File: src/design/arpc_pkg.sv
// ARP cache package: table size, widths, item structs, op and register codes
// and controller states. No dependencies.
package arpc_pkg;

  localparam int ENTRIES   = 32;
  localparam int IDX_W     = $clog2(ENTRIES);
  localparam int CNT_W     = $clog2(ENTRIES + 1);
  localparam int CFG_IDX_W = 8;
  localparam int CFG_DAT_W = 48;

  localparam logic [15:0] ARP_OP_REQUEST = 16'h0001;

  localparam logic [CFG_IDX_W-1:0] CFG_OWN_IP  = CFG_IDX_W'(0);
  localparam logic [CFG_IDX_W-1:0] CFG_OWN_MAC = CFG_IDX_W'(1);

  typedef enum logic {
    OP_LOOKUP  = 1'b0,
    OP_RECEIVE = 1'b1
  } op_t;

  typedef enum logic [1:0] {
    ST_IDLE,
    ST_SCAN,
    ST_RESULT
  } state_t;

  typedef struct packed {
    op_t         op;
    logic [31:0] ip_in;
    logic [47:0] mac_in;
    logic [15:0] arp_opcode;
    logic [31:0] tgt_ip;
  } in_item_t;

  typedef struct packed {
    logic        hit;
    logic [47:0] mac_out;
    logic        reply_valid;
    logic [31:0] reply_ip;
    logic [47:0] reply_mac;
  } out_item_t;

endpackage

File: src/design/arpc_ifs.sv
// Channel interfaces for the ARP cache: input items, result items and
// configuration writes. Depends on arpc_pkg.
interface arpc_in_if;
  logic               valid;
  logic               ready;
  arpc_pkg::in_item_t data;
  modport source (output valid, output data, input ready);
  modport sink   (input valid, input data, output ready);
endinterface

interface arpc_out_if;
  logic                valid;
  logic                ready;
  arpc_pkg::out_item_t data;
  modport source (output valid, output data, input ready);
  modport sink   (input valid, input data, output ready);
endinterface

interface arpc_cfg_if;
  logic                               valid;
  logic                               ready;
  logic [arpc_pkg::CFG_IDX_W-1:0]     index;
  logic [arpc_pkg::CFG_DAT_W-1:0]     data;
  modport source (output valid, output index, output data, input ready);
  modport sink   (input valid, input index, input data, output ready);
endinterface

File: src/design/arp_cache_and_responder_top.sv
// ARP cache and responder top level: binding table in two synchronous RAMs,
// sequential scan controller and output register. Depends on arpc_pkg, arpc_ifs.
//
// A receive result goes to res_r at the transfer, then to the output register from
// ST_RESULT. A lookup reads slots from 0 up and stops at the first match; a miss
// reads every filled entry (none when empty). One item at a time: the next transfer
// follows the loading of the result, which waits while the output register holds an
// unaccepted result. Reset (rst_n low, synchronous) empties the table by zeroing the
// fill count and clears own_ip / own_mac; no clearing pass.
module arp_cache_and_responder_top (
  input  logic           clk,
  input  logic           rst_n,
  arpc_in_if.sink        in_if,
  arpc_out_if.source     out_if,
  arpc_cfg_if.sink       cfg_if
);

  // Slots only ever become valid, in ascending order, until the table is
  // full; after that slot 0 is overwritten. So entry k is valid exactly when
  // k < fill_r, and the first free slot is fill_r itself.

  arpc_pkg::state_t    state_r, state_nxt;
  logic [arpc_pkg::CNT_W-1:0] fill_r, fill_nxt;
  logic [arpc_pkg::CNT_W-1:0] scan_r, scan_nxt;
  logic                rd_pend_r, rd_pend_nxt;
  logic [31:0]         key_r, key_nxt;
  arpc_pkg::out_item_t res_r, res_nxt;
  arpc_pkg::out_item_t out_r, out_nxt;
  logic                out_valid_r, out_valid_nxt;
  logic [31:0]         own_ip_r;
  logic [47:0]         own_mac_r;

  // binding RAMs, one read port (registered) and one write port each
  logic [31:0] ip_mem  [arpc_pkg::ENTRIES];
  logic [47:0] mac_mem [arpc_pkg::ENTRIES];
  logic [31:0] rd_ip_r;
  logic [47:0] rd_mac_r;

  logic                       in_rdy;
  logic                       accept;
  logic                       issue;
  logic                       match;
  logic                       scan_done;
  logic                       deliver;
  logic                       wr_en;
  logic                       full;
  logic [arpc_pkg::IDX_W-1:0] wr_slot;
  logic [arpc_pkg::IDX_W-1:0] rd_addr;

  assign accept  = in_if.valid && in_rdy;
  assign full    = (fill_r == arpc_pkg::CNT_W'(arpc_pkg::ENTRIES));
  assign wr_slot = full ? '0 : fill_r[arpc_pkg::IDX_W-1:0];
  assign rd_addr = scan_r[arpc_pkg::IDX_W-1:0];
  assign match   = rd_pend_r && (rd_ip_r == key_r);
  // nothing in flight and nothing left to read: a miss
  assign scan_done = !rd_pend_r && (scan_r >= fill_r);

  // ---- controller outputs ----
  always_comb begin
    in_rdy  = (state_r == arpc_pkg::ST_IDLE);
    wr_en   = 1'b0;
    issue   = 1'b0;
    deliver = 1'b0;
    case (state_r)
      arpc_pkg::ST_IDLE: begin
        // input is always ready here, so a valid receive is a transfer
        wr_en = in_if.valid && (in_if.data.op == arpc_pkg::OP_RECEIVE);
      end
      arpc_pkg::ST_SCAN: begin
        issue = !match && (scan_r < fill_r);
      end
      arpc_pkg::ST_RESULT: begin
        deliver = !out_valid_r || out_if.ready;
      end
      default: begin
        in_rdy = 1'b0;
      end
    endcase
  end

  // ---- next state ----
  always_comb begin
    state_nxt = state_r;
    case (state_r)
      arpc_pkg::ST_IDLE: begin
        if (accept) begin
          if (in_if.data.op == arpc_pkg::OP_RECEIVE) state_nxt = arpc_pkg::ST_RESULT;
          else                                       state_nxt = arpc_pkg::ST_SCAN;
        end
      end
      arpc_pkg::ST_SCAN: begin
        if (match || scan_done) state_nxt = arpc_pkg::ST_RESULT;
      end
      arpc_pkg::ST_RESULT: begin
        if (deliver) state_nxt = arpc_pkg::ST_IDLE;
      end
      default: begin
        state_nxt = arpc_pkg::ST_IDLE;
      end
    endcase
  end

  // ---- datapath next values ----
  always_comb begin
    fill_nxt    = fill_r;
    scan_nxt    = scan_r;
    key_nxt     = key_r;
    res_nxt     = res_r;
    rd_pend_nxt = issue;
    if (accept) begin
      scan_nxt = '0;
      key_nxt  = in_if.data.ip_in;
      res_nxt  = '0;
      if (in_if.data.op == arpc_pkg::OP_RECEIVE) begin
        if (!full) fill_nxt = fill_r + 1'b1;
        if (in_if.data.arp_opcode == arpc_pkg::ARP_OP_REQUEST &&
            in_if.data.tgt_ip == own_ip_r) begin
          res_nxt.reply_valid = 1'b1;
          res_nxt.reply_ip    = in_if.data.ip_in;
          res_nxt.reply_mac   = in_if.data.mac_in;
        end
      end
    end
    if (issue) scan_nxt = scan_r + 1'b1;
    if (state_r == arpc_pkg::ST_SCAN && match) begin
      res_nxt.hit     = 1'b1;
      res_nxt.mac_out = rd_mac_r;
    end
  end

  // output register: a finished result waits here while the next item runs
  always_comb begin
    out_nxt       = out_r;
    out_valid_nxt = out_valid_r && !out_if.ready;
    if (deliver) begin
      out_nxt       = res_r;
      out_valid_nxt = 1'b1;
    end
  end

  // ---- control registers ----
  always_ff @(posedge clk) begin
    if (!rst_n) begin
      state_r     <= arpc_pkg::ST_IDLE;
      fill_r      <= '0;
      rd_pend_r   <= 1'b0;
      out_valid_r <= 1'b0;
      own_ip_r    <= '0;
      own_mac_r   <= '0;
    end else begin
      state_r     <= state_nxt;
      fill_r      <= fill_nxt;
      rd_pend_r   <= rd_pend_nxt;
      out_valid_r <= out_valid_nxt;
      if (cfg_if.valid) begin
        case (cfg_if.index)
          arpc_pkg::CFG_OWN_IP:  own_ip_r  <= cfg_if.data[31:0];
          arpc_pkg::CFG_OWN_MAC: own_mac_r <= cfg_if.data[47:0];
          default: ;  // unknown index: dropped
        endcase
      end
    end
  end

  // ---- payload registers ----
  always_ff @(posedge clk) begin
    scan_r <= scan_nxt;
    key_r  <= key_nxt;
    res_r  <= res_nxt;
    out_r  <= out_nxt;
  end

  // ---- binding RAMs ----
  // Writes happen only on the transfer of a receive item and reads only
  // while scanning a later lookup, so the ports never touch an entry in the
  // same cycle.
  always_ff @(posedge clk) begin
    if (wr_en) begin
      ip_mem[wr_slot]  <= in_if.data.ip_in;
      mac_mem[wr_slot] <= in_if.data.mac_in;
    end
  end

  always_ff @(posedge clk) begin
    if (issue) begin
      rd_ip_r  <= ip_mem[rd_addr];
      rd_mac_r <= mac_mem[rd_addr];
    end
  end

  // ---- ports ----
  assign in_if.ready  = in_rdy;
  assign out_if.valid = out_valid_r;
  assign out_if.data  = out_r;
  assign cfg_if.ready = 1'b1;

endmodule
File: src/flat_wrapper.sv
// flat-port wrapper written by rule: the top's interface ports become plain ports
module arp_cache_and_responder_top_flat 
  (clk, rst_n, in_if_valid, in_if_data, in_if_ready, out_if_valid, out_if_data, out_if_ready, cfg_if_valid, cfg_if_index, cfg_if_data, cfg_if_ready);
  arpc_in_if in_if_i ();
  arpc_out_if out_if_i ();
  arpc_cfg_if cfg_if_i ();
  input  logic clk;
  input  logic rst_n;
  input wire logic [$bits(in_if_i.valid)-1:0] in_if_valid;
  input wire logic [$bits(in_if_i.data)-1:0] in_if_data;
  output wire logic [$bits(in_if_i.ready)-1:0] in_if_ready;
  output wire logic [$bits(out_if_i.valid)-1:0] out_if_valid;
  output wire logic [$bits(out_if_i.data)-1:0] out_if_data;
  input wire logic [$bits(out_if_i.ready)-1:0] out_if_ready;
  input wire logic [$bits(cfg_if_i.valid)-1:0] cfg_if_valid;
  input wire logic [$bits(cfg_if_i.index)-1:0] cfg_if_index;
  input wire logic [$bits(cfg_if_i.data)-1:0] cfg_if_data;
  output wire logic [$bits(cfg_if_i.ready)-1:0] cfg_if_ready;
  assign in_if_i.valid = in_if_valid;
  assign in_if_i.data = in_if_data;
  assign in_if_ready = in_if_i.ready;
  assign out_if_valid = out_if_i.valid;
  assign out_if_data = out_if_i.data;
  assign out_if_i.ready = out_if_ready;
  assign cfg_if_i.valid = cfg_if_valid;
  assign cfg_if_i.index = cfg_if_index;
  assign cfg_if_i.data = cfg_if_data;
  assign cfg_if_ready = cfg_if_i.ready;
  arp_cache_and_responder_top u_core (.clk(clk), .rst_n(rst_n), .in_if(in_if_i), .out_if(out_if_i), .cfg_if(cfg_if_i));
endmodule
File: config.mk
export PLATFORM = sky130hd
export DESIGN_NAME = arp_cache_and_responder_top_flat
export DESIGN_NICKNAME = d
export VERILOG_FILES = /design/src/design/arpc_pkg.sv /design/src/design/arpc_ifs.sv /design/src/design/arp_cache_and_responder_top.sv /design/src/flat_wrapper.sv
export SDC_FILE = /design/constraint.sdc
export NUM_CORES = 2
export LEC_CHECK = 0
export BUFFER_PORTS_ARGS = -buffer_cell sky130_fd_sc_hd__buf_4
export CAP_MARGIN = 10
export CORE_ASPECT_RATIO = 0.9
export CORE_MARGIN = 2
export CORE_UTILIZATION = 50
export CTS_CLUSTER_DIAMETER = 80
export DETAILED_ROUTE_END_ITERATION = 6
export PLACE_DENSITY = 0.66
export SYNTH_ARGS = -nofsm -noshare
export SYNTH_HDL_FRONTEND = slang
export SYNTH_SLANG_ARGS = --single-unit
export TNS_END_PERCENT = 30
File: constraint.sdc
create_clock -name clk -period 17.1 [get_ports clk]
set_input_delay 1.71 -clock clk [delete_from_list [all_inputs] [get_ports clk]]
set_output_delay 1.71 -clock clk [all_outputs]
set_load 0.02 [all_outputs]
After elaboration in Yosys (flattened, before gate mapping)
Memory sizes are Yosys's and may differ from the RTL's. A register that Yosys moved wholly into a read port is not among the register bits.
Index checks and enable logic that the tools add are counted.
Widths: inputs -> output; s select.

cells by class
  $add $sub $neg = 2
  $lt $le $gt $ge = 2
  equality and inequality tests = 9
  mux-type cells = 19
  bitwise gates (word level) = 1
  reductions and logical operators = 22

operators by type and width
  cell                 count
  $mux 81              2
  $mux 129             1
  $eq 32x32->1         2
  $mux 48              1
  $eq 16x1->1 const B  1
  $add 6x1->6 const B  2
  $mux 6               2
  $logic_and 1x1->1    8
  $logic_not 8->1      1
  $mux 2               4
  $mux 1               7
  $eq 6x6->1 const B   1
  $ge 6x6->1           1
  $lt 6x6->1           1
  $ne 2x1->1 const B   3
  $pmux 2 s3           1
  $reduce_and 3->1     2
  $mux 5               1
  $logic_not 1->1      4
  $reduce_and 2->1     2
  $reduce_bool 2->1    2
  $eq 2x1->1 const B   1
  $eq 2x2->1 const B   1
  $logic_not 2->1      1
  other kinds (2)      3

storage, ports and cells
  flip-flop bits (word level) = 340
  bits in writable memories = 2,560
  input port bits = 190
  output and inout port bits = 133
  word-level logic and storage cells = 74
  memories kept = 2

memory list
  name            words  width  read ports  clocked after memory_dff  write ports  line                               source
  u_core.mac_mem  32     48     1           1                         1            arp_cache_and_responder_top.sv:35  logic [47:0] mac_mem [arpc_pkg::ENTRIES];
  u_core.ip_mem   32     32     1           1                         1            arp_cache_and_responder_top.sv:34  logic [31:0] ip_mem [arpc_pkg::ENTRIES];

Longest topological paths before layout
  word-level depth = 6
  depth in mapped cells = 11
  mapped depth without buffers = 7

Worst setup path before layout
No wires, ideal clock.

  kind = input port to flip-flop
  start = input out_if_ready
  end = register u_core.out_r (netlist bit u_core.out_if.data[0]), enable pin
  data arrival time = 7.152 ns
  path slack = 9.327 ns
  cell stages on the path = 2
  buffers on the path = 0
  cell sequence = nor2b_1 > nor2_1

on the way
  longest elaborated chain between the ends = 2

RTL lines
  what                  line                                source
  from (decl)           flat_wrapper.sv:14                  input wire logic [$bits(out_if_i.ready)-1:0] out_if_ready;
  $logic_or 1x1->1      arp_cache_and_responder_top.sv:73   deliver = !out_valid_r || out_if.ready;
  $mux 1                arp_cache_and_responder_top.sv:64   case (state_r)
  net u_core.deliver    arp_cache_and_responder_top.sv:44   logic deliver;
  to (signal assigned)  arp_cache_and_responder_top.sv:170  out_r <= out_nxt;
  to (decl)             arp_cache_and_responder_top.sv:28   arpc_pkg::out_item_t out_r, out_nxt;

The timed path passes the listed nets, and every way through them passes these cells.
A chain may end at the register's enable or synchronous reset.

Worst setup path in the final report
  start = register u_core.scan_r[1] (netlist bit)
  end = register u_core.rd_mac_r[27], read port of u_core.mac_mem (data pin)

on the way
  longest elaborated chain between the ends = 3

RTL lines
  what                    line                                source
  from (decl)             arp_cache_and_responder_top.sv:24   logic [arpc_pkg::CNT_W-1:0] scan_r, scan_nxt;
  from (signal assigned)  arp_cache_and_responder_top.sv:167  scan_r <= scan_nxt;
  $lt 6x6->1              arp_cache_and_responder_top.sv:70   issue = !match && (scan_r < fill_r);
  $logic_and 1x1->1       arp_cache_and_responder_top.sv:70
  $mux 1                  arp_cache_and_responder_top.sv:64
  to (decl)               arp_cache_and_responder_top.sv:37   logic [47:0] rd_mac_r;

Several ways; a longest one is shown, not always the timed one.

==> summary.txt <==
Power and ir drop
  • PD cells: 122 nW/um2
  • VDD IR max: 119 uV
  • Leak pwr: 39.9 nW

Logic synthesis
  • EDFF count, synth: 2937
  • Async SR Flop Fraction: 0%
  • Synth Area per Inst: 24.6 um2
  • Synth Register Bits: 2980
  • Yosys warns: 0
  • Post-synthesis cell count: 4554
  • Synth Cell Area: 112000 um2
  • Mapped Nets: 4757
  • Unique cell type count in the Yosys netlist: 44
  • Top FF cell, synth: edfxtp_1
  • Register area share after synthesis: 79.6%

Worst setup path
  • CP startpoint kind: register
  • Worst setup EP type: register
  • Critical path arrival: 5.97 ns
  • CP required: 17.74 ns
  • Crit-path max FO: 64
  • Critical path type: register to register

GRT
  • Vias in the first global route: 52000
  • First-pass GRT wire length: 375 mm
  • Total gr overflow: 0
  • Initial antenna violation count: 7
  • Largest net degree at the start of global routing: 101
  • Global Route Usage Sum: 23.2%

Timing
  • Final worst path period share: 31.2%
  • FMAX: 0.188 GHz
  • Fin. Hold Viols: 0
  • RSZ-0062 raised after global routing: no
  • Worst Skew: 0.0571 ns
  • Final WS setup: 11.77 ns
  • Fin. max-slew vios: 0
  • Final Critical Period: 5.33 ns
  • Worst slew pin tran: 1.20 ns
  • Worst slew margin: 19.7%
  • Setup TNS: 0 ns
  • Setup-failing EPs final: 0

Die
  • Initial core utilization: 50.3%
  • Core Footprint: 222000 um2
  • Rows: 164
  • Die width: 503 um
  • IO Pins: 323
  • Die height: 453 um
  • Die area: 228000 um2

Clock tree
  • Clock slew at reported path FFs: 0.06 ns
  • CTS max path bufs: 4
  • # clock sinks: 2980
  • Root buffer cell: clkbuf_16
  • Post-CTS Resized: 0
  • CTS Buf Count: 311
  • CTS tree: yes
  • Worst-Skew Late Latency: 0.94 ns
  • Setup bufs post-CTS: 0
  • Post-CTS Hold Fix Bufs: 0
  • H-tree depth: 5

Routing
  • First-pass detailed-route iteration total: 6
  • DR WL/cell: 31.7 um
  • Vias per cell: 6.14
  • Routed WL: 263 mm
  • DRC Markers: 0
  • DRT antenna net count: 0
  • Detailed Route Iter0 Violations: 6090
  • Vias: 50900

Place
  • Post-DP HPWL: 128 mm
  • Setup WS pre-CTS: 10.37 ns
  • RD Place Congestion: 0.783
  • Port Buf Inserts: 305

Run status
  • Status: complete, no violations

Finish
  • Nets: 5277
  • Share of layout cells above drive strength 1: 33.0%
  • Fill cells: 15700
  • Area growth syn-to-layout: 14.1%

Worst hold path
  • Worst min-delay path class: register to register

Run
  • Maxcap violations: 0
## cells by family (layout without fill, tap and decap cells)
| kind of cell | Yosys count | after routing | synth area share [%] |
|---|---|---|---|
| DFF | 2980 | 2980 | 79.6 |
| muxes | 880 | 880 | 16.9 |
| and+or+nand+nor | 323 | 323 | 1.55 |
| buffers and inverters | 231 | 964 | 0.888 |
| xor gates and xnor gates | 69 | 69 | 0.540 |
| AOI/OAI and AO/OA | 57 | 57 | 0.367 |
| adders and majority gates | 13 | 13 | 0.145 |
| other | 1 | 6 | 0.00335 |
## final cells by class
cell class	instances	area (um2)	area share (%)
Clock buffer	379	8140	6.38
Sequential cell	2980	89100	69.8
Tap cell	2988	3740	2.93
Timing Repair Buffer	425	3260	2.55
Antenna cell	5	12.5	0.00980
Multi-Input combinational cell	1343	22100	17.3
Clock inverter	147	1320	1.03
Inverter	13	56.3	0.0441
## cells in the final DEF, fill, tap and decap left out, types with 22 or more instances in the layout
cell type	instances
edfxtp_1	2937
mux4_2	800
buf_4	418
clkbuf_16	315
and2_1	132
mux2_2	80
nand2_1	77
clkinv_1	64
clkbuf_1	62
xor2_1	61
dfxtp_1	43
clkinv_2	37
nor2_4	34
a21boi_0	34
nor4_1	23
bufinv_16	22
## power breakdown
group | internal [W] | switching [W] | leakage, nW
Combinational | 0.000494 | 0.000564 | 8.39
Sequential | 0.00813 | 0.0000237 | 26.9
Clock | 0.00371 | 0.00267 | 4.61
Total | 0.0123 | 0.00326 | 39.9
## metal layers
layer | track usage (%) | share of wire, % | vias to the layer above
met2 | 37.5 | 49 | 2171
met3 | 3.62 | 7.3 | 422
met1 | 33.5 | 41 | 27800
li1 | - | - | 20400
met4 | 5.96 | 2.4 | 2
met5 | 0 | 0.0042 | -
## sequential cells by signal, indices dropped and copies added, names as in the netlist
name and cells:
u_core.ip_mem 1024, u_core.key_r 32, u_core.rd_pend_r 1, u_core.state_r 2, u_core.res_r 130, u_core.fill_r 6
u_core.scan_r 6, u_core.own_ip_r 32, u_core.out_if.data 130, u_core.rd_ip_r 32, u_core.mac_mem 1536, u_core.out_if.valid 1
u_core.rd_mac_r 48
## Yosys cell counts (all sizes together) (25+ instances only)
library cell | n | share of area (%)
and2 | 132 | 0.74
dfxtp | 43 | 0.77
mux2 | 80 | 0.81
edfxtp | 2937 | 79
nor2 | 39 | 0.13
nand2 | 77 | 0.26
xor2 | 61 | 0.48
a21boi | 34 | 0.23
buf | 86 | 0.39
mux4 | 800 | 16
nor4 | 25 | 0.15
clkbuf | 132 | 0.45
## stage by stage
step | utilization (%) | area [um2] | total power [W] | hold slack (ns) | cells
after detailed placement | 53.2 | 118000 | 0.00938 | 0.405 | 7747
after floorplan | - | 112000 | 0.00901 | 0.400 | 4554
after CTS | 57.4 | 128000 | 0.0157 | 0.403 | 8273
after global routing | 57.4 | 128000 | 0.0161 | 0.418 | 8276
after global placement | 53.2 | 118000 | 0.00936 | 0.401 | 7747
final | 57.5 | 128000 | 0.0156 | 0.400 | 8280
## critical path, cell delays in order, from the launching register on
cell and delay (ns):
edfxtp_1 0.35, buf_4 0.79, buf_4 0.87, buf_4 0.77, buf_4 0.87, mux4_2 0.45
mux4_2 0.46, mux2_2 0.28
## worst paths after layout
check             cells after the start  slack (ns)             start                      to
hold / removal                        0        0.40  u_core.res_r[78]  u_core.out_if.data[78]
hold reg to reg                       0        0.40  u_core.res_r[78]  u_core.out_if.data[78]
setup reg to reg                      7       11.77  u_core.scan_r[1]     u_core.rd_mac_r[27]
setup / recovery                      7       11.77  u_core.scan_r[1]     u_core.rd_mac_r[27]
Note: power is estimated with default switching activity, not from simulation.
